<file path="src/rtl/sos_pkg.sv">
// Shared widths, constants and control types of the supply outage statistics block.
`timescale 1ns / 1ps

package sos_pkg;

    localparam int TIME_W = 32;
    localparam int FLOW_W = 32;
    localparam int TOL_W  = 31;
    localparam int LOST_W = 63;
    localparam int SERV_W = 64;

    localparam logic [TOL_W-1:0]         GAP_TOL_RESET = 31'd66;
    localparam logic [LOST_W-1:0]        UNSERVED_MAX  = {LOST_W{1'b1}};
    localparam logic signed [SERV_W-1:0] SERVED_MAX    = {1'b0, {(SERV_W-1){1'b1}}};
    localparam logic signed [SERV_W-1:0] SERVED_MIN    = {1'b1, {(SERV_W-1){1'b0}}};

    // Per-beat control that travels alongside the data through the pipe.
    typedef struct packed {
        logic apply;  // interval is judged and accumulated
        logic clr;    // statistics are cleared before this beat is applied
        logic err;    // nonzero sample time did not increase
    } t_ctl;

endpackage

</file>
<file path="src/rtl/sos_accum.sv">
// Result stage: time counters, outage tracking and saturating energy sums.
`timescale 1ns / 1ps

module sos_accum (
    input  logic                                i_clk,
    input  logic                                i_rst_n,
    input  logic                                i_valid,
    output logic                                o_ready,
    input  logic [sos_pkg::SERV_W-1:0]          i_lost,
    input  logic signed [sos_pkg::SERV_W-1:0]   i_served,
    input  logic                                i_down,
    input  logic [sos_pkg::TIME_W-1:0]          i_dt,
    input  sos_pkg::t_ctl                       i_ctl,
    output logic                                o_valid,
    input  logic                                i_ready,
    output logic [sos_pkg::TIME_W-1:0]          o_uptime_total,
    output logic [sos_pkg::TIME_W-1:0]          o_downtime_total,
    output logic [sos_pkg::TIME_W-1:0]          o_longest_outage,
    output logic [sos_pkg::LOST_W-1:0]          o_unserved_energy,
    output logic signed [sos_pkg::SERV_W-1:0]   o_delivered_energy,
    output logic                                o_order_error
);

    logic                               r_valid;
    logic [sos_pkg::TIME_W-1:0]         r_up, n_up;
    logic [sos_pkg::TIME_W-1:0]         r_down, n_down;
    logic [sos_pkg::TIME_W-1:0]         r_closed, n_closed;
    logic [sos_pkg::TIME_W-1:0]         r_cur, n_cur;
    logic                               r_in_out, n_in_out;
    logic [sos_pkg::LOST_W-1:0]         r_lost, n_lost;
    logic signed [sos_pkg::SERV_W-1:0]  r_served, n_served;
    logic [sos_pkg::TIME_W-1:0]         r_longest, n_longest;
    logic                               r_err;

    logic                               load;
    logic [sos_pkg::LOST_W-1:0]         b_lost;
    logic signed [sos_pkg::SERV_W-1:0]  b_served;
    logic [sos_pkg::TIME_W-1:0]         b_closed;
    logic [sos_pkg::TIME_W-1:0]         b_cur;
    logic                               b_in_out;
    logic [sos_pkg::LOST_W+1:0]         lost_sum;
    logic signed [sos_pkg::SERV_W:0]    served_sum;

    assign o_ready = !r_valid || i_ready;
    assign load    = i_valid && o_ready;

    always_comb begin
        b_closed   = i_ctl.clr ? '0 : r_closed;
        b_cur      = i_ctl.clr ? '0 : r_cur;
        b_in_out   = i_ctl.clr ? 1'b0 : r_in_out;
        b_lost     = i_ctl.clr ? '0 : r_lost;
        b_served   = i_ctl.clr ? '0 : r_served;
        n_up       = i_ctl.clr ? '0 : r_up;
        n_down     = i_ctl.clr ? '0 : r_down;
        n_closed   = b_closed;
        n_cur      = b_cur;
        n_in_out   = b_in_out;
        n_lost     = b_lost;
        n_served   = b_served;
        lost_sum   = {2'b00, b_lost} + {1'b0, i_lost};
        served_sum = {b_served[sos_pkg::SERV_W-1], b_served}
                   + {i_served[sos_pkg::SERV_W-1], i_served};
        if (i_ctl.apply) begin
            if (i_down) begin
                n_down   = n_down + i_dt;
                n_cur    = b_in_out ? b_cur + i_dt : i_dt;
                n_in_out = 1'b1;
            end else begin
                n_up     = n_up + i_dt;
                n_closed = (b_cur > b_closed) ? b_cur : b_closed;
                n_cur    = '0;
                n_in_out = 1'b0;
            end
            if (lost_sum > {2'b00, sos_pkg::UNSERVED_MAX}) begin
                n_lost = sos_pkg::UNSERVED_MAX;
            end else begin
                n_lost = lost_sum[sos_pkg::LOST_W-1:0];
            end
            if (served_sum[sos_pkg::SERV_W] != served_sum[sos_pkg::SERV_W-1]) begin
                n_served = served_sum[sos_pkg::SERV_W] ? sos_pkg::SERVED_MIN
                                                       : sos_pkg::SERVED_MAX;
            end else begin
                n_served = served_sum[sos_pkg::SERV_W-1:0];
            end
        end
        n_longest = (n_in_out && (n_cur > n_closed)) ? n_cur : n_closed;
    end

    always_ff @(posedge i_clk) begin
        if (!i_rst_n) begin
            r_valid   <= 1'b0;
            r_up      <= '0;
            r_down    <= '0;
            r_closed  <= '0;
            r_cur     <= '0;
            r_in_out  <= 1'b0;
            r_lost    <= '0;
            r_served  <= '0;
            r_longest <= '0;
            r_err     <= 1'b0;
        end else begin
            if (o_ready) begin
                r_valid <= i_valid;
            end
            if (load) begin
                r_up      <= n_up;
                r_down    <= n_down;
                r_closed  <= n_closed;
                r_cur     <= n_cur;
                r_in_out  <= n_in_out;
                r_lost    <= n_lost;
                r_served  <= n_served;
                r_longest <= n_longest;
                r_err     <= i_ctl.err;
            end
        end
    end

    assign o_valid            = r_valid;
    assign o_uptime_total     = r_up;
    assign o_downtime_total   = r_down;
    assign o_longest_outage   = r_longest;
    assign o_unserved_energy  = r_lost;
    assign o_delivered_energy = r_served;
    assign o_order_error      = r_err;

endmodule

</file>
<file path="config.mk">
export PLATFORM = sky130hd
export DESIGN_NAME = sos_accum
export DESIGN_NICKNAME = d
export VERILOG_FILES = /design/src/rtl/sos_pkg.sv /design/src/rtl/sos_accum.sv
export SDC_FILE = /design/constraint.sdc
export NUM_CORES = 1
export LEC_CHECK = 0
export BUFFER_PORTS_ARGS = -buffer_cell sky130_fd_sc_hd__buf_2
export CAP_MARGIN = 20
export CORE_MARGIN = 2
export CORE_UTILIZATION = 35
export CTS_CLUSTER_SIZE = 16
export DETAILED_ROUTE_END_ITERATION = 8
export SYNTH_ARGS = -nofsm -noshare
export SYNTH_HDL_FRONTEND = slang
export SYNTH_SLANG_ARGS = --single-unit
</file>
<file path="constraint.sdc">
create_clock -name i_clk -period 6.3 [get_ports i_clk]
set_input_delay 0.945 -clock i_clk [delete_from_list [all_inputs] [get_ports i_clk]]
set_output_delay 0.945 -clock i_clk [all_outputs]
set_load 0.02 [all_outputs]
</file>
==> results.yml, run 1 <==
timing:
  fin_crit_sh: 0.936
  fmax_ghz: 0.170
  grt_setup_unrepaired: "no"
  maxSlewViolCount: 0
  hold_viol: 0
  fin_skew_ps: 35.5
  tightest_slew_ps: 877
  fin_ws_ps: 405
  maxSlewHeadroom: 0.415
  setup-violations-final: 0
  fin_crit_ps: 5900
  tns_ps: 0
yosys:
  yosysUniqueCellTypes: 100
  synth_edf_count: 0
  synth_area_leaders: "dfxtp_1 (22%), ha_1 (13%), a21oi_1 (7.8%), nor2b_1 (5.8%), nor2_1 (4.6%)"
  ys_warn_count: 0
  ys_seq_elements: 290
  syn_area_per_cell_um2: 7.48
  async_flop_share: 0
  synthTopCellsByCount: "a21oi_1 (412), nor2_1 (328), dfxtp_1 (290), ha_1 (282), nand2_1 (266)"
  yosys.area_share.adder: 0.137
  synth-simple-area-share: 0.238
  synth_top_family_by_area: "compound AO/OA/AOI/OAI gates"
  synth_largest_type_area_fraction: 0.219
  syn_area_um2: 26500
  yosysTopAreaCell: "dfxtp_1"
  synth.area.mux_share: 0.00420
  syn_nets: 4001
  seq_area_frac_synth: 0.219
  synthFlopType: "dfxtp_1"
  synth.most_common_cell: "a21oi_1"
  synthXorXnorAreaFrac: 0.0637
  synth-compound-area-share: 0.292
  synth_cells: 3546
route:
  routedWlPerCell_um: 19.8
  vias: 27664
  ant_nets: 0
  vias_per_cell: 5.60
  remaining_drc_errors: 0
  drt_iter0_drc: 1836
  wirelength_um: 97900
  drtPass1Iterations: 8
power_and_ir_drop:
  powerDensity_nw_per_um2: 198
  internal_power_uw: 4080
  pwr-share-clk: 0.374
  comb_power_share: 0.302
  power.leakage_uw: 0.0152
  ir_drop_mv: 0.214
  power_switching_uw: 2200
  switching_share: 0.350
  seq_power_share: 0.324
cells_and_area:
  drive_above_1_share: 0.177
  final_nets: 4386
  fill_cells: 7872
  area_growth_pct: 19.1
floorplanning:
  num_rows: 100
  initial_core_util: 0.355
  core_um2: 74800
  die_area_um2: 78100
  die_h_um: 279
  ioPinCount: 394
  die_w_um: 279
clock_tree:
  cts_tree: "built"
  cts.reportedPaths.clkPinSlew_ps: 60
  cts_htree_levels: 2
  clk_latency_ps: 580
  post_cts_resized: 0
  holdBufCountCts: 0
  clk_path_buf_depth: 3
  clockRootBuffer: "clkbuf_16"
  cts_sinks: 290
  post_cts_buffers: 0
  numCtsBuffers: 40
place:
  dp_hpwl_um: 74400
  gp_congestion: 0.959
  numPortBuffers: 393
  preCtsSetupSlack_ps: -174
setup_path:
  reg2reg_from: "r_cur[0]"
  worstRegToRegCells: 26
  crit_arrival_ps: 6330
  critical_path_required_ps: 6730
  startpoint: "i_ctl[1]"
  crit_end: "o_longest_outage[18]"
  endpoint_kind: "flop"
  cp_max_fo: 29
  worst_setup_path_start_kind: "input pin"
  critPathKind: "in -> reg"
  rrSetupSlack_ps: 560
  r2r_end: "o_longest_outage[18]"
hold_path:
  holdPathStages: 2
  hold_class: "reg -> reg"
grt:
  antenna_found_initial: 16
  gr-total-overflow: 0
  grt_pass1_vias: 25874
  grt_max_degree: 84
  grt_pass1_wl_um: 150000
  grt_usage: 0.241
run_status:
  status: "complete, no violations"
flow_run:
  max-cap-violations: 0
## critical path: stages
cell and delay (ps):
buf_8 120, buf_12 160, nand2b_1 180, ha_1 310
nand4_1 110, nor2_1 190, nand2_1 100, or3_1 410
or3_1 450, o21bai_1 220, a41oi_4 230, buf_4 180
a21oi_2 60, ha_1 300, a21o_1 190, a21o_1 170
a21o_1 170, a21o_1 200, a21o_1 180, a21o_1 190
a221o_1 340, o211ai_1 330, buf_12 200, nor2_1 60
a221oi_1 270, nor2_1 60
## cell type report
class                   instances  area (µm²)  share of cell area
multi-input cells            2955       19600               0.620
flip-flops and latches        290        5810               0.184
repair buffers                559        3310               0.105
well taps                     969        1210              0.0383
clock buffers                  53        1180              0.0374
inverters                      85         324              0.0102
clock inverters                16         158             0.00499
diodes                         10        25.0            0.000791
## how the worst min path moves through the flow
stage,startpoint,end,slack [ps]
2_1_floorplan,r_cur[29],r_cur[29],430
3_3_place_gp,o_longest_outage[24],o_longest_outage[24],440
3_5_place_dp,o_longest_outage[24],o_longest_outage[24],440
4_1_cts,o_unserved_energy[31],o_unserved_energy[31],450
5_1_grt,o_unserved_energy[17],o_unserved_energy[17],470
6_report,o_unserved_energy[37],o_unserved_energy[37],450
## cells in the final DEF (no fill, tap or decap), types with 19 or more instances in the layout
| cell | Yosys | final |
|---|---|---|
| a211oi_1 | 69 | 69 |
| nor2_1 | 328 | 323 |
| a31oi_1 | 39 | 38 |
| nand3_1 | 67 | 67 |
| a21o_1 | 155 | 155 |
| inv_1 | 85 | 83 |
| o21bai_1 | 38 | 38 |
| a22oi_1 | 49 | 49 |
| nand4_1 | 57 | 57 |
| nand2_1 | 266 | 264 |
| o21ai_0 | 192 | 190 |
| clkbuf_16 | 0 | 42 |
| xor2_1 | 82 | 82 |
| and3_1 | 34 | 34 |
| buf_4 | 5 | 158 |
| ha_1 | 282 | 282 |
| nor2b_1 | 246 | 245 |
| nand2b_1 | 63 | 63 |
| o211ai_1 | 27 | 27 |
| or3_1 | 20 | 20 |
| nor3_1 | 105 | 104 |
| a21oi_1 | 412 | 411 |
| buf_2 | 16 | 392 |
| o221ai_1 | 33 | 33 |
| dfxtp_1 | 290 | 290 |
| xnor2_1 | 111 | 111 |
| o21a_1 | 19 | 19 |
## stage by stage
step           area (µm²)  hold slack [ps]   util  power, µW  std cells
2_1_floorplan       26600              432      -       3310       3546
3_3_place_gp        30200              440  0.404       3930       4858
3_5_place_dp        30200              441  0.404       3940       4858
4_1_cts             31600              449  0.422       6330       4927
5_1_grt             31600              470  0.423       6600       4937
6_report            31600              447  0.423       6280       4937
## sequential cells by signal (all words and copies together), names as in the netlist
name and count:
o_delivered_energy 64, o_unserved_energy 63, o_downtime_total 32, o_longest_outage 32, o_uptime_total 32, r_closed 32, r_cur 32, o_order_error 1
o_valid 1, r_in_out 1
## power groups by stage
| stage | clock [µW] | sequential [µW] | combinational [µW] |
|---|---|---|---|
| 2_1_floorplan | 0 | 2150 | 1160 |
| 3_3_place_gp | 0 | 2070 | 1860 |
| 3_5_place_dp | 0 | 2070 | 1870 |
| 4_1_cts | 2420 | 2030 | 1880 |
| 5_1_grt | 2480 | 2050 | 2070 |
| 6_report | 2350 | 2040 | 1890 |
## routing by layer
layer  wire, µm  part of all wire  global-route usage
met1      46000              0.47               0.339
met2      42000              0.43               0.370
met3       7090             0.072              0.0458
met4       2780             0.028              0.0745
met5         60           0.00061                   0
## kinds of logic (layout without fill, tap and decap cells)
group                    Yosys count  in the layout
AND/OR/NAND/NOR                 1264           1264
AO/OA/AOI/OAI                   1201           1201
flip-flops                       290            290
multiplexers                      10             10
other                              0             10
XOR/XNOR                         193            193
buffers and inverters            301            713
adder cells (fa/ha/maj)          287            287
(Power assumes the default switching activity.)
==> run 2, diff against run 1 <==
Settings changed: ABC_AREA set to 1.
==> run 2 against run 1 <==
Die area up 24%. Setup slack better by 460 ps. Sequential power increased by 2%. Final area increased by 18%. Largest cell class unchanged. Highest routed layer unchanged.
==> results.yml, run 2 <==
place:
  gp_congestion: 0.979
  dp.cells: 7386
  numPortBuffers: 393
  dp_hpwl_um: 110000
yosys:
  syn_area_um2: 32900
  synthFlopType: "dfxtp_1"
  synth.most_common_cell: "nand2_1"
  syn_area_per_cell_um2: 5.59
  syn_nets: 6345
  yosysTopAreaCell: "dfxtp_1"
  seq_area_frac_synth: 0.176
  yosysUniqueCellTypes: 56
  synth_largest_type_area_fraction: 0.176
  synthTopCellsByCount: "nand2_1 (1502), nor2_1 (992), inv_1 (843), a21oi_1 (627), o21ai_0 (325)"
  ys_warn_count: 0
  synth_area_leaders: "dfxtp_1 (18%), nand2_1 (17%), nor2_1 (11%), ha_1 (11%), inv_1 (9.6%)"
  ys_seq_elements: 290
  async_flop_share: 0
  synth_cells: 5890
  synth_edf_count: 0
floorplanning:
  core_um2: 93300
  num_rows: 112
  die_h_um: 311
  initial_core_util: 0.353
  ioPinCount: 394
  die_w_um: 311
  die_area_um2: 96500
grt:
  grt_pass1_wl_um: 211000
  antenna_found_initial: 11
  grt_usage: 0.277
  grt_max_degree: 186
  grt_pass1_vias: 35669
  gr-total-overflow: 0
route:
  drtPass1Iterations: 6
  drt_iter0_drc: 2768
  ant_nets: 0
  remaining_drc_errors: 0
  vias_per_cell: 5.10
  routedWlPerCell_um: 18.6
  wirelength_um: 139000
  vias: 38077
cells_and_area:
  stdcell_count: 7462
  final_nets: 6630
  fin_util: 0.401
  drive_above_1_share: 0.104
  largest_register_ffs: 64
  final_cell_mix: "nand2_1 (1500), nor2_1 (992), inv_1 (843)"
  layout_commonest_cell: "nand2_1"
  fill_cells: 10634
  area_growth_pct: 13.7
setup_path:
  worst_setup_path_start_kind: "input pin"
  crit_arrival_ps: 5910
  rrSetupSlack_ps: 1310
  path_delay_family: "simple AND/OR/NAND/NOR gates"
  crit_path_max_incr_delay_ps: 430
  cp_num_buf_inv: 4
  critPathKind: "in -> reg"
  cp_max_fo: 42
  critical_path_required_ps: 6770
  cpMaxStageDelayCell: "o21ai_0"
  endpoint_kind: "flop"
  cpMostUsedCell: "nand2_1"
  worstPathCellList: "clkbuf_8, buf_4, nor2_1, ha_1, nand2_1, nand2_1, o21bai_1, a21oi_1, nand2_1, xor2_1, o21ai_0, nand2_1, ha_1, nand4_1, nor3_1, inv_1, nor3_1, nand4_1, nand3_1, buf_4, nand3_1, nand3_1, a21oi_1"
clock_tree:
  post_cts_buffers: 0
  post_cts_resized: 0
  holdBufCountCts: 0
  clk_path_buf_depth: 3
  clk_latency_ps: 630
  cts.reportedPaths.clkPinSlew_ps: 70
  numCtsBuffers: 41
  cts_sinks: 290
  cts_tree: "built"
  clockRootBuffer: "clkbuf_16"
  cts_htree_levels: 2
power_and_ir_drop:
  powerDensity_nw_per_um2: 188
  power.leakage_uw: 0.0191
  ir_drop_mv: 0.182
  power_uw: 7040
flow_run:
  max-cap-violations: 0
timing:
  fin_skew_ps: 20.7
  fmax_ghz: 0.184
  hold_viol: 0
  setup-violations-final: 0
  maxSlewHeadroom: 0.334
  maxSlewViolCount: 0
  grt_setup_unrepaired: "no"
  whs_ps: 463
  fin_crit_sh: 0.863
  tightest_slew_ps: 999
  tns_ps: 0
  fin_crit_ps: 5440
hold_path:
  hold_class: "reg -> reg"
run_status:
  status: "complete, no violations"
[run 2: worst reg2reg max path, stage by stage (launching register included)]
cell and delay [ps]:
dfxtp_1 300, inv_1 40, nor2_1 330, ha_1 400, a21oi_1 270, o21bai_1 120, a21oi_1 190, nand2_1 200
xor2_1 210, o21ai_0 430, nand2_1 160, ha_1 310, nand4_1 160, nor3_1 170, inv_1 80, nor3_1 350
nand4_1 180, nand3_1 320, buf_4 350, nand3_1 110, nand3_1 90, a21oi_1 80
[run 2: metrics by stage]
| stage | setup slack, ps | cell area [µm²] |
|---|---|---|
| 2_1_floorplan | 1310 | 32900 |
| 3_3_place_gp | 302 | 36100 |
| 3_5_place_dp | 209 | 36100 |
| 4_1_cts | 875 | 37400 |
| 5_1_grt | 453 | 37400 |
| 6_report | 863 | 37400 |
[run 2: per-layer routing]
layer	global-route usage	vias up	part of all wire
li1	-	19481	-
met1	0.361	17269	0.44
met2	0.466	1134	0.46
met3	0.0541	183	0.073
met4	0.0710	10	0.026
met5	0	-	0.00044
[run 2: logic make-up after synthesis]
| logic type | after synthesis | synth area share |
|---|---|---|
| simple gates | 3012 | 0.372 |
| fa+ha+maj | 287 | 0.110 |
| xor+xnor | 86 | 0.0229 |
| compound gates | 1166 | 0.194 |
| buf+inv | 1049 | 0.124 |
| flops | 290 | 0.176 |
[run 2: layout make-up]
type | instances | area (µm²) | share of cell area
Antenna cell | 2 | 5.00 | 0.000134
Clock buffer | 61 | 1260 | 0.0338
Clock inverter | 13 | 110 | 0.00294
Inverter | 852 | 3210 | 0.0857
Multi-Input combinational cell | 4551 | 23100 | 0.616
Sequential cell | 290 | 5810 | 0.155
Tap cell | 1254 | 1570 | 0.0419
Timing Repair Buffer | 439 | 2410 | 0.0645
[run 2: final timing paths]
kind / startpoint / cells after the start / to
setup / recovery: i_ctl[1] / 23 / o_longest_outage[30]
hold / removal: o_longest_outage[28] / 2 / o_longest_outage[28]
setup reg to reg: r_cur[5] / 21 / o_longest_outage[30]
hold reg to reg: o_longest_outage[28] / 2 / o_longest_outage[28]
[run 2: where the power goes]
part	total, µW	switching, µW	internal [µW]
Clock	2460	1040	1430
Combinational	2500	1710	786
Sequential	2080	103	1980
