<file path="src/rtl/sos_pkg.sv">
// Shared widths, constants and control types of the supply outage statistics block.
`timescale 1ns / 1ps

package sos_pkg;

    localparam int TIME_W = 32;
    localparam int FLOW_W = 32;
    localparam int TOL_W  = 31;
    localparam int LOST_W = 63;
    localparam int SERV_W = 64;

    localparam logic [TOL_W-1:0]         GAP_TOL_RESET = 31'd66;
    localparam logic [LOST_W-1:0]        UNSERVED_MAX  = {LOST_W{1'b1}};
    localparam logic signed [SERV_W-1:0] SERVED_MAX    = {1'b0, {(SERV_W-1){1'b1}}};
    localparam logic signed [SERV_W-1:0] SERVED_MIN    = {1'b1, {(SERV_W-1){1'b0}}};

    // Per-beat control that travels alongside the data through the pipe.
    typedef struct packed {
        logic apply;  // interval is judged and accumulated
        logic clr;    // statistics are cleared before this beat is applied
        logic err;    // nonzero sample time did not increase
    } t_ctl;

endpackage

</file>
<file path="src/rtl/sos_front.sv">
// Input stage: held sample state, interval length, flow gap and order check.
`timescale 1ns / 1ps

module sos_front (
    input  logic                                i_clk,
    input  logic                                i_rst_n,
    input  logic                                i_cfg_wr_en,
    input  logic [sos_pkg::TOL_W-1:0]           i_cfg_wr_data,
    input  logic                                i_valid,
    output logic                                o_ready,
    input  logic [sos_pkg::TIME_W-1:0]          i_sample_time,
    input  logic signed [sos_pkg::FLOW_W-1:0]   i_requested_flow,
    input  logic signed [sos_pkg::FLOW_W-1:0]   i_achieved_flow,
    input  logic                                i_series_start,
    output logic                                o_valid,
    input  logic                                i_ready,
    output logic [sos_pkg::TIME_W-1:0]          o_dt,
    output logic [sos_pkg::FLOW_W-1:0]          o_gap,
    output logic signed [sos_pkg::FLOW_W-1:0]   o_held_ach,
    output sos_pkg::t_ctl                       o_ctl,
    output logic [sos_pkg::TOL_W-1:0]           o_gap_tolerance
);

    logic [sos_pkg::TOL_W-1:0]          r_gap_tolerance;
    logic [sos_pkg::TIME_W-1:0]         r_prev_time, n_prev_time;
    logic signed [sos_pkg::FLOW_W-1:0]  r_held_req, n_held_req;
    logic signed [sos_pkg::FLOW_W-1:0]  r_held_ach, n_held_ach;

    logic                               r_valid;
    logic [sos_pkg::TIME_W-1:0]         r_dt;
    logic [sos_pkg::FLOW_W-1:0]         r_gap;
    logic signed [sos_pkg::FLOW_W-1:0]  r_out_ach;
    sos_pkg::t_ctl                      r_ctl;

    logic                               accept;
    logic [sos_pkg::TIME_W-1:0]         prev_base;
    logic signed [sos_pkg::FLOW_W-1:0]  req_base;
    logic signed [sos_pkg::FLOW_W-1:0]  ach_base;
    logic signed [sos_pkg::FLOW_W:0]    diff;
    logic signed [sos_pkg::FLOW_W:0]    diff_neg;
    logic [sos_pkg::FLOW_W-1:0]         gap;
    logic                               time_zero;
    logic                               late;
    logic                               apply;

    assign o_ready = !r_valid || i_ready;
    assign accept  = i_valid && o_ready;

    // A series start clears the held state before the sample is judged.
    assign prev_base = i_series_start ? '0 : r_prev_time;
    assign req_base  = i_series_start ? '0 : r_held_req;
    assign ach_base  = i_series_start ? '0 : r_held_ach;

    // The difference of two 32-bit signed flows has a magnitude below 2^32.
    assign diff     = {req_base[sos_pkg::FLOW_W-1], req_base}
                    - {ach_base[sos_pkg::FLOW_W-1], ach_base};
    assign diff_neg = -diff;
    assign gap      = diff[sos_pkg::FLOW_W] ? diff_neg[sos_pkg::FLOW_W-1:0]
                                            : diff[sos_pkg::FLOW_W-1:0];

    assign time_zero = (i_sample_time == '0);
    assign late      = !time_zero && (i_sample_time <= prev_base);
    assign apply     = !time_zero && !late;

    always_comb begin
        n_prev_time = r_prev_time;
        n_held_req  = r_held_req;
        n_held_ach  = r_held_ach;
        if (accept) begin
            n_prev_time = apply ? i_sample_time : prev_base;
            n_held_req  = late ? req_base : i_requested_flow;
            n_held_ach  = late ? ach_base : i_achieved_flow;
        end
    end

    always_ff @(posedge i_clk) begin
        if (!i_rst_n) begin
            r_gap_tolerance <= sos_pkg::GAP_TOL_RESET;
            r_prev_time     <= '0;
            r_held_req      <= '0;
            r_held_ach      <= '0;
            r_valid         <= 1'b0;
            r_ctl           <= '0;
        end else begin
            if (i_cfg_wr_en) begin
                r_gap_tolerance <= i_cfg_wr_data;
            end
            r_prev_time <= n_prev_time;
            r_held_req  <= n_held_req;
            r_held_ach  <= n_held_ach;
            if (o_ready) begin
                r_valid <= i_valid;
            end
            if (accept) begin
                r_ctl.apply <= apply;
                r_ctl.clr   <= i_series_start;
                r_ctl.err   <= late;
            end
        end
    end

    always_ff @(posedge i_clk) begin
        if (accept) begin
            r_dt      <= i_sample_time - prev_base;
            r_gap     <= gap;
            r_out_ach <= ach_base;
        end
    end

    assign o_valid         = r_valid;
    assign o_dt            = r_dt;
    assign o_gap           = r_gap;
    assign o_held_ach      = r_out_ach;
    assign o_ctl           = r_ctl;
    assign o_gap_tolerance = r_gap_tolerance;

endmodule

</file>
<file path="config.mk">
export PLATFORM = sky130hd
export DESIGN_NAME = sos_front
export DESIGN_NICKNAME = d
export VERILOG_FILES = /design/src/rtl/sos_pkg.sv /design/src/rtl/sos_front.sv
export SDC_FILE = /design/constraint.sdc
export NUM_CORES = 1
export LEC_CHECK = 0
export BUFFER_PORTS_ARGS = -buffer_cell sky130_fd_sc_hd__buf_4
export CAP_MARGIN = 15
export CORE_ASPECT_RATIO = 1.5
export CORE_UTILIZATION = 45
export CTS_BUF_LIST = sky130_fd_sc_hd__clkbuf_2 sky130_fd_sc_hd__clkbuf_4 sky130_fd_sc_hd__clkbuf_8
export DETAILED_ROUTE_END_ITERATION = 10
export PLACE_DENSITY = 0.8
export SLEW_MARGIN = 20
export SYNTH_ARGS = -nofsm -noshare
export SYNTH_HDL_FRONTEND = slang
export SYNTH_SLANG_ARGS = --single-unit
</file>
<file path="constraint.sdc">
create_clock -name i_clk -period 5.6 [get_ports i_clk]
set_input_delay 1.12 -clock i_clk [delete_from_list [all_inputs] [get_ports i_clk]]
set_output_delay 1.12 -clock i_clk [all_outputs]
set_load 0.03 [all_outputs]
</file>
==> impl_metrics.json, run 1 <==
{
  "clock_path_buffers": 3,
  "period_needed_ns": 4.786,
  "die_h_um": 209.5,
  "clk_pin_slew_ns": 0.07,
  "synthSimpleGateAreaFrac_pct": 17.79,
  "slew_headroom_pct": 33.26,
  "synth-seq-cells": 227,
  "rsz0062_at_grt": "false",
  "synth_edf_count": 96,
  "min_delay_path_depth": 2,
  "num_antenna_cells": 0,
  "syn-instance-count": 1324,
  "port_buffers": 264,
  "worstPathRequired_ns": 5.90,
  "final_cells": 1951,
  "crit_path_max_fanout": 54,
  "synth.largest_area_cell": "edfxtp_1",
  "cts_hold_buffers": 0,
  "dp_hpwl_um": 28970,
  "outcome": "finished, final reports clean",
  "synth_compound_area_share_pct": 20.95,
  "cts_setup_buffers": 0,
  "gp_congestion": 0.9915,
  "r2r_cells": 13,
  "drive_gt1_share_pct": 24.61,
  "dr.pass1.iters": 5,
  "grt_usage_pct": 25.75,
  "syn-cell-area_mm2": 0.01292,
  "final_area_mm2": 0.01601,
  "met2WireLength_um": 19210,
  "grt_max_degree": 78,
  "initial_utilization_pct": 46.04,
  "final_nets": 1772,
  "synth_seq_area_share_pct": 42.62,
  "top_layer": "met4",
  "grt_pass1_vias": 11020,
  "syn_avg_cell_area_um2": 9.756,
  "coreArea_mm2": 0.02806,
  "place_area_mm2": 0.01518,
  "crit_type": "in -> reg",
  "place_inst": 1883,
  "num_io_pins": 265,
  "clock_sinks": 227,
  "ant_nets": 0,
  "powerDensity_mw_per_mm2": 349.9,
  "finalSetupViolCount": 0,
  "synth_top_area_share_pct": 22.32,
  "r2r_slack_ns": 1.60,
  "min_path_type": "reg -> reg",
  "std_cell_rows": 75,
  "cts_tree": "built",
  "drt_wl_total_um": 38030,
  "drt-met1-wl_um": 14040,
  "clkLatencyLatePin_ns": 0.57,
  "synth_flop_cell": "dfxtp_1",
  "path_buf_inv": 2,
  "leakage_nw": 6.840,
  "slew_violations": 0,
  "cts_resized": 0,
  "synth_fa_ha_area_share_pct": 6.209,
  "fmaxAchievable_mhz": 208.9,
  "clockRootBuffer": "clkbuf_8",
  "tns_ns": 0,
  "muxShareOfSynthArea_pct": 2.635,
  "min_to": "o_ctl[1]$_SDFFE_PN0P_",
  "synth_nets": 1519,
  "r2r-start": "r_held_ach[1]$_SDFFE_PN0P_",
  "cp_cell_sequence": "buf_4 > buf_4 > nor2b_1 > ha_1 > o211ai_1 > o21ai_1 > nor2b_1 > nand4_1 > a211oi_1 > o31ai_1 > xnor2_1 > nor4_1 > a41oi_1 > xnor2_1",
  "overflow": 0,
  "grt_pass1_wl_um": 58750,
  "crit_slowest_cell": "ha_1",
  "holdCritStartpoint": "o_ctl[1]$_SDFFE_PN0P_",
  "h-tree-depth": 2,
  "fin_worst_skew_ns": 0.03320,
  "wire_per_inst_um": 19.49,
  "max_cap_viol_count": 0,
  "cts_buffers": 38,
  "slowest_delay_ns": 0.52,
  "synth_top_family_by_area": "compound AO/OA/AOI/OAI gates",
  "vias_per_cell": 5.728,
  "ys_warn_count": 0,
  "vias": 11180,
  "fin_crit_sh_pct": 85.47,
  "critPathArrivalTime_ns": 5.09,
  "synth_cell_type_count": 93,
  "rr_endpoint": "o_gap[28]$_DFFE_PP_",
  "antenna_found_initial": 0,
  "hold_violations": 0,
  "max-vdd-ir-drop_mv": 0.1958,
  "worst_setup_path_start_kind": "primary input",
  "tightestPinTransition_ns": 1.001,
  "die_area_mm2": 0.02940,
  "drcViolationCount": 0,
  "synthArstFlopShare_pct": 0,
  "wl_met3_um": 2520,
  "die_w_um": 140.3,
  "drt_iter0_drc": 626,
  "cp-end-kind": "flip-flop",
  "cp_top_family": "compound AO/OA/AOI/OAI gates",
  "synthTopCellsByArea": "edfxtp_1 22%, dfxtp_1 20%, ha_1 5.8%",
  "synth-xor-area-share_pct": 5.928,
  "syn2layout_area_growth_pct": 23.95
}
worst register-to-register path: stages, from the launching register on:
cell and delay (ns):
dfxtp_1 0.38, nor2b_1 0.25, inv_1 0.07, ha_1 0.26, nor2b_1 0.14, o31ai_1 0.40
a211oi_2 0.23, o21ai_2 0.29, nor3b_1 0.39, xor2_1 0.19, nor4b_4 0.39, nor4b_4 0.40
a31oi_1 0.16, xor2_1 0.17
Yosys cell counts (all sizes together) (5+ instances only):
| cell type | count |
|---|---|
| nor3 | 18 |
| a311oi | 5 |
| xor2 | 30 |
| nor2 | 78 |
| a22oi | 30 |
| o31ai | 7 |
| a31oi | 16 |
| o21ai | 41 |
| a221oi | 5 |
| a22o | 66 |
| nor4 | 14 |
| nor2b | 110 |
| nand4 | 12 |
| dfxtp | 131 |
| nor3b | 6 |
| nand2b | 10 |
| o211ai | 10 |
| mux2i | 34 |
| a21boi | 7 |
| clkbuf | 54 |
| a21o | 31 |
| edfxtp | 96 |
| and2 | 13 |
| buf | 10 |
| o22ai | 5 |
| nand3 | 20 |
| o21bai | 10 |
| inv | 59 |
| a21oi | 68 |
| nand2 | 112 |
| ha | 60 |
| o21a | 12 |
| xnor2 | 54 |
| and3 | 5 |
| a211oi | 6 |
| or2 | 11 |
report_power, final:
| group | switching (W) | internal (W) | total, W |
|---|---|---|---|
| logic | 0.00114 | 0.000755 | 0.00189 |
| registers | 0.0000843 | 0.00199 | 0.00207 |
| clock network | 0.000706 | 0.000935 | 0.00164 |
| total | 0.00193 | 0.00368 | 0.00560 |
logic make-up after synthesis:
group                    count (synthesis)
adder cells (fa/ha/maj)                 63
flip-flops                             227
buffers and inverters                  123
AND/OR/NAND/NOR                        430
multiplexers                            34
AO/OA/AOI/OAI                          363
XOR/XNOR                                84
sequential cells by signal, summed over array words and instances, names as in the netlist:
register	flops
o_valid	1
r_held_ach	32
r_held_req	32
o_dt	32
o_gap	32
o_ctl	3
o_held_ach	32
o_gap_tolerance	31
r_prev_time	32
cells in the final DEF, fill, tap and decap left out, drive strengths merged, types with 5 or more instances in the layout:
cell type and instances:
nor3 18, nor2b 110, a21oi 68, and3 5, a311oi 5, and2 13, xnor2 54, nor4 14
nand4 12, clkbuf 57, o21bai 10, o31ai 7, inv 61, mux2i 34, or2 11, o21ai 41
nor3b 6, ha 60, nor2 78, edfxtp 96, a21boi 7, clkinv 5, o22ai 5, buf 277
a22o 66, a211oi 6, nand2b 10, xor2 30, dfxtp 131, nand2 112, o211ai 10, o21a 12
a22oi 30, nand3 20, a221oi 5, a31oi 16, a21o 31
final cells by class:
type	instances	area [µm²]
inverter	59	224.0
sequential	227	5505
tap	346	432.9
clock inverter	11	142.6
clock buffer	57	690.7
multi-input combinational	974	6924
fill	2375	12050
timing repair buffer	277	2092
through the flow:
| stage | hold slack (ns) | total power [W] | setup slack (ns) | utilization, % |
|---|---|---|---|---|
| floorplan | 0.4345 | 0.003404 | 0.3775 | - |
| global placement | 0.4542 | 0.003951 | 0.3454 | 54.10 |
| global route | 0.4916 | 0.005864 | 0.6269 | 57.07 |
| detailed placement | 0.4555 | 0.003989 | 0.3614 | 54.10 |
| CTS | 0.4731 | 0.005630 | 0.9589 | 57.07 |
| finish | 0.4699 | 0.005603 | 0.8137 | 57.07 |
per-layer routing:
layer / GRT usage, % / up-vias
met5: 0 / -
li1: - / 5352
met3: 5.453 / 119
met2: 46.10 / 419
met4: 16.29 / 0
met1: 27.37 / 5286
worst max path at each step:
| stage | startpoint | to | slack [ns] | depth (start not counted) |
|---|---|---|---|---|
| finish | i_series_start | o_gap[31]$_DFFE_PP_ | 0.81 | 14 |
| global route | i_series_start | o_gap[31]$_DFFE_PP_ | 0.63 | 14 |
| CTS | i_series_start | o_gap[31]$_DFFE_PP_ | 0.96 | 14 |
| detailed placement | i_series_start | o_gap[31]$_DFFE_PP_ | 0.36 | 14 |
| global placement | i_series_start | o_gap[31]$_DFFE_PP_ | 0.35 | 15 |
| floorplan | i_series_start | o_gap[28]$_DFFE_PP_ | 0.38 | 17 |
(Power assumes the default switching activity.)
==> inputs of run 2 (changes only) <==
PLACE_DENSITY = 0.67   (was 0.8)
==> run 2 against run 1 <==
Via count is 0.75% lower. Critical path depth is 1 higher. Sequential cell count stayed put. Combinational power hardly changed. Fmax is 4.2% higher. Non-clock buffer count is 2 higher. Clock skew is 0.0050 ns higher. Register-to-register slack worse by 0.07 ns. Power is 1.0% lower. Clock power is 4% lower. Largest cell class unchanged.
==> impl_metrics.json, run 2 (synthesized netlist as in run 1, its figures left out) <==
{
  "cts_hold_buffers": 0,
  "utilization_pct": 56.98,
  "grt_pass1_vias": 11080,
  "r2r-start": "r_held_ach[0]$_SDFFE_PN0P_",
  "r2r_cells": 12,
  "num_antenna_cells": 0,
  "min_to": "o_ctl[2]$_SDFFE_PN0P_",
  "drcViolationCount": 0,
  "n_fill_cell": 2521,
  "tns_ns": 0,
  "crit_path_max_fanout": 86,
  "vias": 11090,
  "final_nets": 1774,
  "worstPathRequired_ns": 5.91,
  "rsz0062_at_grt": "false",
  "fmaxAchievable_mhz": 217.6,
  "overflow": 0,
  "clkLatencyLatePin_ns": 0.58,
  "period_needed_ns": 4.595,
  "clockRootBuffer": "clkbuf_8",
  "powerDensity_mw_per_mm2": 346.9,
  "cts_resized": 0,
  "r2r_slack_ns": 1.53,
  "p_seq_share_pct": 37.3,
  "dp_hpwl_um": 30150,
  "internal_power_w": 0.003613,
  "cts_setup_buffers": 0,
  "clkPwrFrac_pct": 28.4,
  "holdCritStartpoint": "o_ctl[2]$_SDFFE_PN0P_",
  "rr_endpoint": "o_gap[28]$_DFFE_PP_",
  "slew_headroom_pct": 31.07,
  "cts_buffers": 38,
  "slew_violations": 0,
  "final_cell_mix": "278 x buf_4, 131 x dfxtp_1, 112 x nand2_1",
  "min_delay_path_depth": 2,
  "outcome": "finished, final reports clean",
  "layout_commonest_cell": "buf_4",
  "crit_type": "in -> reg",
  "drt_wl_total_um": 39490,
  "grt_pass1_wl_um": 61110,
  "max_cap_viol_count": 0,
  "drt_iter0_drc": 513,
  "cp-end-kind": "flip-flop",
  "h-tree-depth": 2,
  "max-vdd-ir-drop_mv": 0.2180,
  "tightestPinTransition_ns": 1.034,
  "drive_gt1_share_pct": 24.33,
  "min_path_type": "reg -> reg",
  "clk_pin_slew_ns": 0.06,
  "switching_share_pct": 34.85,
  "num_io_pins": 265,
  "fin_worst_skew_ns": 0.03818,
  "wire_per_inst_um": 20.22,
  "antenna_found_initial": 0,
  "clock_path_buffers": 3,
  "power_frac_comb_pct": 34.3,
  "worst_setup_path_start_kind": "primary input",
  "hold_violations": 0,
  "initial_utilization_pct": 46.04,
  "p_sw_w": 0.001933,
  "grt_usage_pct": 27.02,
  "syn2layout_area_growth_pct": 23.77,
  "finalSetupViolCount": 0,
  "std_cell_rows": 75,
  "coreArea_mm2": 0.02806,
  "critPathArrivalTime_ns": 4.90,
  "die_w_um": 140.3,
  "gp_congestion": 0.9418,
  "port_buffers": 264,
  "ant_nets": 0,
  "die_h_um": 209.5,
  "die_area_mm2": 0.02940,
  "grt_max_degree": 87,
  "leakage_nw": 6.832,
  "vias_per_cell": 5.679,
  "fin_crit_sh_pct": 82.06,
  "dr.pass1.iters": 5,
  "clock_sinks": 227,
  "cts_tree": "built"
}
run 2: worst max path at each step:
stage                    from             endpoint  slack, ns  cells after the start
6_report       i_series_start  o_gap[31]$_DFFE_PP_       1.00                     15
5_1_grt        i_series_start  o_gap[31]$_DFFE_PP_       0.54                     15
4_1_cts        i_series_start  o_gap[31]$_DFFE_PP_       1.02                     15
3_5_place_dp   i_series_start  o_gap[31]$_DFFE_PP_       0.42                     15
3_3_place_gp   i_series_start  o_gap[31]$_DFFE_PP_       0.40                     15
2_1_floorplan  i_series_start  o_gap[28]$_DFFE_PP_       0.38                     17
run 2: routing by layer:
layer,track usage [%],share of wire (%),up-vias
met5,0,0,-
met4,13.57,4.6,0
met3,4.905,5.5,84
met2,51.10,53,366
met1,28.28,37,5279
li1,-,-,5363
run 2: final cells by class:
type | count | area, µm² | area share (%)
multi-input cells | 974 | 6924 | 43.31
flip-flops and latches | 227 | 5505 | 34.43
repair buffers | 279 | 2107 | 13.18
clock buffers | 47 | 615.6 | 3.850
well taps | 346 | 432.9 | 2.708
inverters | 59 | 224.0 | 1.401
clock inverters | 21 | 178.9 | 1.119
run 2: power by group through the flow:
stage / Sequential (W) / Clock [W] / Combinational [W]
2_1_floorplan: 0.00238 / 0 / 0.00102
3_3_place_gp: 0.00210 / 0 / 0.00189
6_report: 0.00207 / 0.00158 / 0.00190
5_1_grt: 0.00209 / 0.00168 / 0.00206
4_1_cts: 0.00207 / 0.00161 / 0.00191
3_5_place_dp: 0.00210 / 0 / 0.00190
run 2: worst max-delay path, cell delays in order:
cell and delay [ns]:
buf_4 0.15, buf_12 0.23, nor2b_1 0.19, inv_1 0.10, ha_1 0.51, o211ai_1 0.15
o21ai_1 0.36, nor2b_1 0.28, nand4_1 0.15, a211oi_1 0.44, o31ai_1 0.18, xnor2_1 0.20
nor4_1 0.44, a41oi_1 0.19, xnor2_1 0.16
run 2: metrics by stage:
stage	cell area (µm²)	setup slack [ns]	hold slack (ns)	total power, W	cells
floorplan	12920	0.3775	0.4345	0.003404	1324
global placement	15190	0.3985	0.4534	0.003989	1885
detailed placement	15190	0.4193	0.4546	0.004006	1885
CTS	15990	1.024	0.4698	0.005591	1953
global route	15990	0.5362	0.4795	0.005826	1953
finish	15990	1.005	0.4691	0.005546	1953
==> inputs of run 3 (changes only) <==
clock period = 4.5 ns   (was 5.6 ns; I/O delays follow)
==> run 3 against run 2 <==
Core utilization increased by 2.7 points. Design area increased by 4.7%. Global-route usage decreased by 0.14 points. First-iteration DRC count decreased by 5.8%. Register-to-register slack got worse by 0.86 ns. Sequential cell count unchanged. Power increased by 28%. Die area unchanged. Critical path type unchanged. Critical endpoint is now o_gap[26]$_DFFE_PP_.
==> impl_metrics.json, run 3 (synthesized netlist as in run 1, its figures left out) <==
{
  "outcome": "finished, final reports clean",
  "grt_max_degree": 71,
  "r2r_cells": 13,
  "final_nets": 1844,
  "setup_slack_ns": 0.4763,
  "place_area_mm2": 0.01591,
  "overflow": 0,
  "vias": 11300,
  "cts_hold_buffers": 0,
  "clock_sinks": 227,
  "std_cell_rows": 75,
  "clockRootBuffer": "clkbuf_8",
  "ant_nets": 0,
  "die_w_um": 140.3,
  "r2r_slack_ns": 0.67,
  "period_needed_ns": 4.024,
  "num_io_pins": 265,
  "port_buffers": 264,
  "max-vdd-ir-drop_mv": 0.3249,
  "antenna_found_initial": 3,
  "die_area_mm2": 0.02940,
  "cp_cell_sequence": "buf_4 > inv_2 > buf_12 > nand2_1 > inv_1 > ha_1 > nor2b_1 > o31ai_2 > a211oi_2 > o211a_1 > a2bb2oi_1 > nand4bb_4 > nor4b_4 > nor4b_4 > a31oi_1 > xor2_1",
  "drt_wl_total_um": 39190,
  "grt_pass1_wl_um": 61290,
  "place_inst": 1956,
  "leakage_nw": 7.243,
  "syn2layout_area_growth_pct": 29.61,
  "cp-end-kind": "flip-flop",
  "wire_per_inst_um": 19.35,
  "slew_violations": 0,
  "met2_usage_pct": 51.16,
  "rsz0062_at_grt": "false",
  "grt-busiest-layer": "met2",
  "cts_resized": 0,
  "cts_buffers": 37,
  "fmaxAchievable_mhz": 248.5,
  "final_cell_mix": "341 x buf_4, 131 x dfxtp_1, 112 x nand2_1",
  "grtUsageMet1_pct": 27.14,
  "n_fill_cell": 2507,
  "dp_hpwl_um": 30170,
  "fin_crit_sh_pct": 89.42,
  "coreArea_mm2": 0.02806,
  "layout_commonest_cell": "buf_4",
  "path_buf_inv": 4,
  "min_path_type": "reg -> reg",
  "powerDensity_mw_per_mm2": 424.2,
  "crit_path_max_fanout": 14,
  "grt_pass1_vias": 11620,
  "initial_utilization_pct": 46.04,
  "drive_gt1_share_pct": 28.55,
  "clock_path_buffers": 3,
  "die_h_um": 209.5,
  "final_cells": 2026,
  "rr_endpoint": "o_gap[26]$_DFFE_PP_",
  "slowest_delay_ns": 0.49,
  "dr.pass1.iters": 5,
  "gp_congestion": 0.9436,
  "cp_common_cell": "nor4b_4",
  "finalSetupViolCount": 0,
  "cts_setup_buffers": 0,
  "fin_worst_skew_ns": 0.04538,
  "critPathArrivalTime_ns": 4.34,
  "cp_top_family": "compound AO/OA/AOI/OAI gates",
  "path_depth": 16,
  "crit_slowest_cell": "a211oi_2",
  "grt_usage_pct": 26.88,
  "max_cap_viol_count": 0,
  "cts_tree": "built",
  "h-tree-depth": 2,
  "r2r-start": "r_held_ach[1]$_SDFFE_PN0P_",
  "critPathLaunch": "i_series_start",
  "final_area_mm2": 0.01674,
  "crit_end": "o_gap[26]$_DFFE_PP_",
  "pre_cts_slack_ns": -0.1219,
  "tns_ns": 0,
  "clkLatencyLatePin_ns": 0.58,
  "worst_setup_path_start_kind": "primary input",
  "worstPathRequired_ns": 4.81,
  "vias_per_cell": 5.579,
  "hold_violations": 0,
  "slew_headroom_pct": 60.84,
  "use_met3_pct": 5.042,
  "drcViolationCount": 0,
  "crit_type": "in -> reg",
  "utilization_pct": 59.67,
  "drt_iter0_drc": 483,
  "tightestPinTransition_ns": 0.5874,
  "clk_pin_slew_ns": 0.06
}
run 3: cell count changes in the layout (fill, tap and decap cells not counted), moves of 2 or more:
cell,before,now
buf_12,1,9
buf_4,278,341
bufinv_16,3,1
clkbuf_4,5,14
clkbuf_8,42,47
clkinv_1,9,1
clkinv_2,7,2
diode_2,0,2
nor2b_1,110,108
run 3: layout make-up:
| class | count | area [µm²] | area share [%] |
|---|---|---|---|
| antenna | 2 | 5.005 | 0.02989 |
| clock buffer | 61 | 752.0 | 4.491 |
| clock inverter | 7 | 71.32 | 0.4260 |
| inverter | 59 | 224.0 | 1.338 |
| multi-input combinational | 974 | 7012 | 41.88 |
| sequential | 227 | 5505 | 32.88 |
| tap | 346 | 432.9 | 2.586 |
| timing repair buffer | 350 | 2740 | 16.37 |
run 3: how the worst min path moves through the flow:
stage,startpoint,end,slack [ns],depth (start not counted)
after global routing,r_prev_time[0]$_SDFFE_PN0P_,r_prev_time[0]$_SDFFE_PN0P_,0.48,1
final,o_ctl[1]$_SDFFE_PN0P_,o_ctl[1]$_SDFFE_PN0P_,0.47,2
after global placement,r_prev_time[0]$_SDFFE_PN0P_,r_prev_time[0]$_SDFFE_PN0P_,0.45,1
after floorplan,r_prev_time[0]$_SDFFE_PN0P_,r_prev_time[0]$_SDFFE_PN0P_,0.43,1
after CTS,o_ctl[1]$_SDFFE_PN0P_,o_ctl[1]$_SDFFE_PN0P_,0.47,2
after detailed placement,r_prev_time[0]$_SDFFE_PN0P_,r_prev_time[0]$_SDFFE_PN0P_,0.45,1
run 3: report_power, final:
group,switching [W],internal (W),leakage (nW)
sequential,0.000104,0.00247,2.02
clock,0.000869,0.00112,0.437
combinational,0.00145,0.00109,4.79
total,0.00242,0.00468,7.24
run 3: worst reg2reg max path, stage by stage, from the launching register on:
cell and delay (ns):
dfxtp_1 0.40, nor2b_2 0.23, inv_1 0.06, ha_1 0.26, nor2b_1 0.19, o31ai_2 0.10
a211oi_2 0.49, o211a_1 0.28, a2bb2oi_1 0.32, nand4bb_4 0.17, nor4b_4 0.36, nor4b_4 0.41
a31oi_1 0.16, xor2_1 0.17
run 3: stage by stage:
step                hold slack [ns]  power (W)
CTS                          0.4717   0.007168
detailed placement           0.4534   0.005156
finish                       0.4695   0.007101
floorplan                    0.4345   0.004263
global route                 0.4806   0.007477
global placement             0.4500   0.005122
run 3: routing by layer:
layer | share of wire, % | routed length, µm | up-vias
met3 | 5.5 | 2164 | 107
met2 | 53 | 20860 | 355
li1 | - | - | 5501
met1 | 36 | 14130 | 5339
met5 | 0.033 | 13 | -
met4 | 5.2 | 2024 | 2
